$ cat config.mk
export PLATFORM = sky130hd
export DESIGN_NAME = ppsd_cfg
export DESIGN_NICKNAME = d
export VERILOG_FILES = /design/src/ppsd_pkg.sv /design/src/ppsd_cfg.sv
export SDC_FILE = /design/constraint.sdc
export NUM_CORES = 1
export LEC_CHECK = 0
export BUFFER_PORTS_ARGS = -buffer_cell sky130_fd_sc_hd__buf_2
export CORE_MARGIN = 4
export CORE_UTILIZATION = 53
export DETAILED_ROUTE_END_ITERATION = 10
export GPL_ROUTABILITY_DRIVEN = 0
export PLACE_DENSITY = 0.84
export SYNTH_ARGS = -nofsm -noshare
export SYNTH_HDL_FRONTEND = slang
export SYNTH_SLANG_ARGS = --single-unit
$ cat constraint.sdc
create_clock -name clk -period 2.92 [get_ports clk]
set_clock_uncertainty 0.1 [all_clocks]
set_input_delay 0.438 -clock clk [delete_from_list [all_inputs] [get_ports clk]]
set_output_delay 0.438 -clock clk [all_outputs]
set_load 0.02 [all_outputs]
$ cat src/ppsd_pkg.sv
// ============================================================================
// ppsd_pkg
// Shared types and constants of the position PID controller with stall
// detection.
// ============================================================================
`default_nettype none

package ppsd_pkg;

  localparam int POSITION_WIDTH  = 32;
  localparam int INTEGRAL_WIDTH  = 24;
  localparam int STALL_TICKS     = 15;
  localparam int STALL_ERROR_MIN = 20;
  localparam int STALL_MOVE_MIN  = 5;

  localparam int GAIN_W   = 16;
  localparam int CUR_W    = 12;
  localparam int DRIVE_W  = 8;
  localparam int WINDOW_W = 10;
  localparam int CNT_W    = $clog2(STALL_TICKS + 1);

  localparam int APB_ADDR_W = 5;
  localparam int APB_DATA_W = 32;

  typedef enum logic [2:0] {
    REG_GAIN_P          = 3'd0,
    REG_GAIN_I          = 3'd1,
    REG_GAIN_D          = 3'd2,
    REG_CURRENT_OFFSET  = 3'd3,
    REG_CURRENT_LIMIT   = 3'd4,
    REG_MIN_DRIVE       = 3'd5,
    REG_DEAD_BAND       = 3'd6,
    REG_INTEGRAL_WINDOW = 3'd7
  } reg_idx_t;

  typedef struct packed {
    logic signed [GAIN_W-1:0] gain_p;
    logic signed [GAIN_W-1:0] gain_i;
    logic signed [GAIN_W-1:0] gain_d;
    logic [CUR_W-1:0]         current_offset;
    logic [CUR_W-1:0]         current_limit;
    logic [DRIVE_W-1:0]       min_drive;
    logic [DRIVE_W-1:0]       dead_band;
    logic [WINDOW_W-1:0]      integral_window;
  } cfg_t;

  typedef struct packed {
    logic signed [POSITION_WIDTH-1:0] position;
    logic signed [POSITION_WIDTH-1:0] target_position;
    logic [DRIVE_W-1:0]               speed_limit;
    logic                             enable;
    logic [CUR_W-1:0]                 current_sample;
  } tick_in_t;

  typedef struct packed {
    logic [DRIVE_W-1:0] duty;
    logic               direction;
    logic               driver_awake;
    logic               stalled;
  } tick_out_t;

endpackage

`default_nettype wire

$ cat src/ppsd_cfg.sv
// ============================================================================
// ppsd_cfg
// APB register file holding the gains, current calibration, drive limits
// and the integral window.
// ============================================================================
`default_nettype none

module ppsd_cfg (
  input  wire logic                            clk,
  input  wire logic                            rst,
  input  wire logic                            psel,
  input  wire logic                            penable,
  input  wire logic                            pwrite,
  input  wire logic [ppsd_pkg::APB_ADDR_W-1:0] paddr,
  input  wire logic [ppsd_pkg::APB_DATA_W-1:0] pwdata,
  output logic      [ppsd_pkg::APB_DATA_W-1:0] prdata,
  output logic                                 pready,
  output ppsd_pkg::cfg_t                       cfg
);
  import ppsd_pkg::*;

  reg_idx_t reg_idx;
  logic     wr_en;

  assign pready  = 1'b1;
  assign reg_idx = reg_idx_t'(paddr[APB_ADDR_W-1:2]);
  assign wr_en   = psel & penable & pwrite & pready;

  always_ff @(posedge clk) begin
    if (rst) begin
      cfg.gain_p          <= GAIN_W'(256);
      cfg.gain_i          <= '0;
      cfg.gain_d          <= '0;
      cfg.current_offset  <= '0;
      cfg.current_limit   <= CUR_W'(2680);
      cfg.min_drive       <= DRIVE_W'(124);
      cfg.dead_band       <= DRIVE_W'(12);
      cfg.integral_window <= WINDOW_W'(50);
    end else if (wr_en) begin
      case (reg_idx)
        REG_GAIN_P:          cfg.gain_p          <= pwdata[GAIN_W-1:0];
        REG_GAIN_I:          cfg.gain_i          <= pwdata[GAIN_W-1:0];
        REG_GAIN_D:          cfg.gain_d          <= pwdata[GAIN_W-1:0];
        REG_CURRENT_OFFSET:  cfg.current_offset  <= pwdata[CUR_W-1:0];
        REG_CURRENT_LIMIT:   cfg.current_limit   <= pwdata[CUR_W-1:0];
        REG_MIN_DRIVE:       cfg.min_drive       <= pwdata[DRIVE_W-1:0];
        REG_DEAD_BAND:       cfg.dead_band       <= pwdata[DRIVE_W-1:0];
        REG_INTEGRAL_WINDOW: cfg.integral_window <= pwdata[WINDOW_W-1:0];
        default: begin
        end
      endcase
    end
  end

  always_comb begin
    prdata = '0;
    case (reg_idx)
      REG_GAIN_P:          prdata = APB_DATA_W'($unsigned(cfg.gain_p));
      REG_GAIN_I:          prdata = APB_DATA_W'($unsigned(cfg.gain_i));
      REG_GAIN_D:          prdata = APB_DATA_W'($unsigned(cfg.gain_d));
      REG_CURRENT_OFFSET:  prdata = APB_DATA_W'(cfg.current_offset);
      REG_CURRENT_LIMIT:   prdata = APB_DATA_W'(cfg.current_limit);
      REG_MIN_DRIVE:       prdata = APB_DATA_W'(cfg.min_drive);
      REG_DEAD_BAND:       prdata = APB_DATA_W'(cfg.dead_band);
      REG_INTEGRAL_WINDOW: prdata = APB_DATA_W'(cfg.integral_window);
      default:             prdata = '0;
    endcase
  end

endmodule

`default_nettype wire

* Word level (Yosys, flattened, before mapping) *
Cells that the tools add are included.

word-level totals
  output and inout port bits = 131
  flip-flop bits (word level) = 98
  word-level logic and storage cells = 27

cells by class
  eq/ne operators = 7
  bitwise gates (word level) = 2
  mux-type cells = 1
  reductions and logical operators = 9

operator list
  kind                count
  $pmux 32 s8         1
  $reduce_and 2->1    8
  $eq 3x3->1 const B  4
  $eq 3x2->1 const B  2
  $eq 3x1->1 const B  1
  $logic_not 3->1     1
  $and 1x1->1         2

* Longest topological paths before layout *
Gate-level depths: netlist (run 1).

  depth after elaboration = 3
  depth in mapped cells = 7
  gate-level depth less buffers = 4

* Worst setup path before layout (run 1) *
No wires, ideal clock.

  path kind = input to output
  start point = input port paddr[4] (netlist bit)
  end point = output port prdata[9] (netlist bit)
  buffers on the path = 4
  stages = 6
  arrival = 1697 ps
  slack = 685 ps
  required time = 2382 ps
  cell sequence = buf_2 -> buf_4 -> buf_2 -> clkbuf_1 -> a31oi_1 -> a21oi_1

on the way
  cells in the longest elaborated chain, start to end = 2

RTL lines
  item                                      RTL line        text
  start, declared                           ppsd_cfg.sv:14  input wire logic [ppsd_pkg::APB_ADDR_W-1:0] paddr,
  $eq 3x3->1, or another cell as far along  ppsd_cfg.sv:57  case (reg_idx)
  $pmux 32 s8 *                             ppsd_cfg.sv:57
  end, declared                             ppsd_cfg.sv:16  output logic [ppsd_pkg::APB_DATA_W-1:0] prdata,

Every way passes the cells marked *; elsewhere a longest branch is shown, timed or not. The select of a mux whose other input is x is not followed.

* Final worst setup path (run 1) *
  start point = input port paddr[2] (netlist bit)
  end point = output port prdata[3] (netlist bit)

Same word-level chain as after synthesis.

==> impl_results.md, run 1 <==
- H-tree Lvls: 3
- DRC viols: 0
- Total gr overflow: 0
- Crit path kind: input pin to output port
- Fin crit share: 0.877
- WL/cell: 17.5 um
- Status: completed
- Clock latency on the worst-skew pair: 350 ps
- CTS tree: yes
- Min Tclk post-route: ~2600 ps
- Worst hold margin: about 230 ps
- Post-synthesis cell count: 577
- Yosys cell types: 35
- Peak VDD IR: 195 uV
- Layout area overhead: 17.6%
- Final hold violations: 0
- Setup-failing EPs final: 0
- Commonest non-fill, non-tap cell in the layout: buf_2
- Max-Cap Viols: 0
- CP endpoint kind: output port
- Number of enable flip-flop cells after synthesis: 0
- Nets@finish: 730
- Final cell count without fillers: 798
- Number of I/O pins: 173
- Die extent in x: around 100 um
- Critical Path AT: between 2000 and 2500 ps
- Max Slew Vio Count: 0
- Dpl hpwl: 9930 um
- Largest net degree at the start of global routing: 36
- Most frequent cells in the layout: buf_2, nand2_1, dfxtp_1
- Number of global-route vias before repair: between 4000 and 5000
- Remaining antenna violation count: 0
- DP Cell Count: 782
- Max Buffers Root-to-Sink: 2
- Fmax: ~390 MHz
- Reg clk slew, reported paths: about 90 ps
- Final Power: about 2.5 mW
- Ys flop type: dfxtp_1
- Setup TNS: 0 ps
- Register bit total from synthesis: 98
- CTS resizes: 0
- Core area: 0.00834 sq mm
- Starting Density: 0.553
- Critical Path RT: 2380 ps
- Syn avg cell area: 8.00 sq um
- Clock root buffer: clkbuf_8
- Antenna diode count: 0
- Die ar.: 0.0103 sq mm
- Startpoint Class: input pin
- Fillers: 710
- Worst slew pin tran: about 750 ps
- Post-synth ARST share: 0
- Hold_buf cts: 0
- Via count: 4596
- Initial antenna violation count: 0
- Std-Cell Rows: 33
- Total clock buffers created by CTS: 9
- Pwr Density: 453 mW/mm^2
- Leakage: ~2.3 nW
- Avg Vias per Cell: between 5 and 6
- Cell area after synthesis: 0.00462 sq mm
- Layout cells sized above 1: 0.270
- Overall routing resource usage: 0.268
- Yosys warning count: 0
- Biggest regs: cfg: 98 flops
- Final instance area: around 0.0054 sq mm
- Synth top area share: 0.425
- Hold Crit Class: input pin to flip-flop
- Sequential area share after synthesis: 0.425
- Die Ht: a little over 100 um
- Leading post-synthesis cells by cell area: dfxtp_1, nand2_1, a21oi_1
- Port Buffers: 137
- CTS sink cnt: 98
- Max FFs per register: 98
- Relative slew slack: 0.503
- RSZ-0062 raised after global routing: no
- Starting DRC count in detailed routing: between 200 and 300
- Pre-Repair DR Iteration Count: 5
- Cell taking the most area after synthesis: dfxtp_1
- Total Routed Length: 14000 um
- Area post-placement: 0.00525 sq mm
- Most flops, register: cfg
- Crit path max fanout: 20
- Post-CTS Setup Inserts: 0
- First-pass GRT wire length: 21800 um
## cell type report
class	instances	area (sq um)	share of cell area
inverter	11	41.3	0.00761
clock buffer	13	159	0.0293
clock inverter	3	23.8	0.00438
timing repair buffer	155	833	0.153
tap	105	131	0.0242
multi-input combinational	413	2280	0.420
sequential	98	1960	0.361
## logic make-up after synthesis
group | Yosys count | synth area share
compound gates | 167 | 0.208
buf+inv | 81 | 0.0935
flops | 98 | 0.425
mux | 34 | 0.0811
other cells | 2 | 0.00163
simple gates | 195 | 0.191
## synth_stat cells (3+ instances only)
library cell,number
nand2b_1,3
buf_4,21
a21oi_1,79
a211o_1,8
nor2b_1,10
inv_1,11
o21ai_0,52
a221oi_1,14
mux2i_1,25
nand3b_1,9
nand3_1,4
dfxtp_1,98
or3_1,3
a22o_1,7
nand2_1,115
mux2_2,7
buf_2,18
clkbuf_1,28
nor2_1,42
## worst paths after layout
| check | slack (ps) | startpoint | cells after the start | endpoint |
|---|---|---|---|---|
| max | 360 | paddr[2] | 7 | prdata[3] |
| min reg2reg | 370 | cfg[63] | 2 | cfg[63] |
| max reg2reg | 1960 | cfg[31] | 2 | cfg[31] |
| min | 230 | pwdata[13] | 3 | cfg[63] |
## stage by stage
step,utilization,setup WS (ps)
after detailed placement,0.629,411
after CTS,0.651,412
after floorplan,-,685
after global placement,0.629,454
after global routing,0.651,274
final,0.651,360
## report_power, final
| group | leakage (nW) | internal (mW) | switching (mW) | total [mW] |
|---|---|---|---|---|
| clock | 0.0859 | 0.359 | 0.467 | 0.826 |
| combinational | 1.39 | 0.0836 | 0.196 | 0.280 |
| sequential | 0.791 | 1.35 | 0.00825 | 1.35 |
## routing by layer
metal / vias to the layer above / wire, um / global-route usage
met5: - / 0 / 0
met4: 0 / 432 / 0.113
met3: 35 / 1610 / 0.0771
met2: 285 / 6420 / 0.418
met1: 2126 / 5510 / 0.349
li1: 2150 / - / -
## critical path, cell delays in order
cell      delay (ps)
buf_2            360
buf_4            270
nand2b_1          90
nor2_1           360
a221oi_1         170
nor2_1           130
buf_2            180
Note: power is estimated with default switching activity, not from simulation.
==> run 2, diff against run 1 <==
--- a/config.mk
+++ b/config.mk
@@ -7,10 +7,11 @@
 export LEC_CHECK = 0
 export BUFFER_PORTS_ARGS = -buffer_cell sky130_fd_sc_hd__buf_2
 export CORE_MARGIN = 4
-export CORE_UTILIZATION = 53
+export CORE_UTILIZATION = 55
+export CTS_BUF_LIST = sky130_fd_sc_hd__clkbuf_4 sky130_fd_sc_hd__clkbuf_8
 export DETAILED_ROUTE_END_ITERATION = 10
 export GPL_ROUTABILITY_DRIVEN = 0
-export PLACE_DENSITY = 0.84
+export PLACE_DENSITY = 0.87
 export SYNTH_ARGS = -nofsm -noshare
 export SYNTH_HDL_FRONTEND = slang
 export SYNTH_SLANG_ARGS = --single-unit
==> run 2 against run 1 <==
Net effect: flip-flop and latch count unchanged; via count down 0.11%; register-to-register slack worse by 20 ps; routed wire length down 0.61%; sequential power about the same; first-iteration DRC count up 18%; hold slack better by 13 ps; utilization up 1.5 points; critical path depth down 1.
==> impl_results.md, run 2 (synthesis results as in run 1) <==
- Worst slew pin tran: 748 ps
- CTS tree: yes
- Status: completed
- DRC viols: 0
- Max Slew Vio Count: 0
- H-tree Lvls: 3
- Std-Cell Rows: 33
- Die ar.: 0.00992 sq mm
- Number of I/O pins: 173
- Largest stage delay, worst path: 480 ps
- Pre-Repair DR Iteration Count: 5
- Die Ht: approximately 100 um
- Max Buffers Root-to-Sink: 2
- Antenna diode count: 0
- Most frequent CP cell: buf_2
- Clock power share: 0.352
- Setup-failing EPs final: 0
- Avg Vias per Cell: between 5 and 6
- Hold_buf cts: 0
- Min Tclk post-route: 2640 ps
- Final cell count without fillers: roughly 800
- Total clock buffers created by CTS: 9
- Leakage: between 2 and 2.5 nW
- Starting Density: 0.565
- Most flops, register: cfg
- Fin crit share: 0.905
- Largest net degree at the start of global routing: 39
- CTS resizes: 0
- Critical Path AT: 2110 ps
- FF-to-FF setup slack: 1940 ps
- Initial antenna violation count: 0
- Starting DRC count in detailed routing: 327
- Critical Path RT: 2380 ps
- Switching part of the total: 0.266
- Final Power: between 2 and 3 mW
- First-pass GRT wire length: 21200 um
- Met2 WL: 6620 um
- Remaining antenna violation count: 0
- Die extent in x: 99.6 um
- CP delay by family, top: buffers and inverters
- Cells along the critical path: buf_2, mux2_2, a22o_1, a221oi_1, nor2_1, buf_2
- Internal power: 1.85 mW
- Most frequent cells in the layout: buf_2, nand2_1, dfxtp_1
- Place WS: 297 ps
- DP Cell Count: 781
- RSZ-0062 raised after global routing: no
- Dpl hpwl: 9860 um
- Crit path kind: input pin to output port
- Hold Crit Class: input pin to flip-flop
- Clock root buffer: clkbuf_8
- Highest metal used: met4
- Port Buffers: 137
- Total Routed Length: 13900 um
- Total gr overflow: 0
- Commonest non-fill, non-tap cell in the layout: buf_2
- Pwr Density: 464 mW/mm^2
- Overall routing resource usage: 0.266
- Fmax: around 380 MHz
- Setup TNS: 0 ps
- Post-CTS Setup Inserts: 0
- CP max stage cell: buf_2
- Final hold violations: 0
- Startpoint Class: input pin
- Switch Pwr: 0.671 mW
- Core area: 0.00818 sq mm
- Relative slew slack: 0.501
- Max FFs per register: 98
- Comb power frac: 0.111
- Max-Cap Viols: 0
- Clock latency on the worst-skew pair: 340 ps
- Layout area overhead: 17.9%
- CTS sink cnt: 98
- Reg clk slew, reported paths: 90 ps
- CP endpoint kind: output port
- Metal3 WL: 1240 um
- CP Buf/Inv Count: 2
- Sequential power share: 0.537
- Biggest regs: cfg: 98 flops
- Nets@finish: 729
- M1 WL: 5800 um
- Via count: 4591
- Number of global-route vias before repair: 4078
- Layout cells sized above 1: 0.272
- Crit path max fanout: 25
- Worst setup margin: around 280 ps
- Peak VDD IR: 239 uV
- Final core utilization: 0.666
- WL/cell: 17.4 um
-- run 2: final timing paths --
| check | from | endpoint | depth (start not counted) |
|---|---|---|---|
| worst min-delay path | pwdata[15] | cfg[97] | 3 |
| worst min register to register | cfg[82] | cfg[82] | 2 |
| worst max-delay path | paddr[3] | prdata[3] | 6 |
| worst max register to register | cfg[31] | cfg[31] | 2 |
-- run 2: per-layer routing --
metal,GRT usage,up-vias
li1,-,2151
met1,0.359,2156
met2,0.432,264
met3,0.0463,20
met4,0.0924,0
met5,0,-
-- run 2: power by group through the flow --
stage,Combinational [mW],Sequential [mW],Clock (mW)
2_1_floorplan,0.194,1.40,0
3_3_place_gp,0.270,1.39,0
3_5_place_dp,0.274,1.39,0
4_1_cts,0.276,1.35,0.896
5_1_grt,0.298,1.36,0.950
6_report,0.280,1.35,0.888
-- run 2: worst register-to-register path, cell delays in order (launching register included) --
cell     delay (ps)
dfxtp_1         340
nor2b_1         140
a211o_1         290
-- run 2: through the flow --
step / instance area [sq um] / hold WS, ps
after CTS: 5440 / 230
after global routing: 5440 / 230
after detailed placement: 5240 / 359
after global placement: 5240 / 352
after floorplan: 4670 / 441
final: 5440 / 238
-- run 2: cell type report --
class | count | area (sq um)
fillers | 699 | 2730
flip-flops and latches | 98 | 1960
clock buffers | 10 | 138
repair buffers | 154 | 826
inverters | 11 | 41.3
clock inverters | 6 | 65.1
multi-input cells | 413 | 2280
well taps | 105 | 131
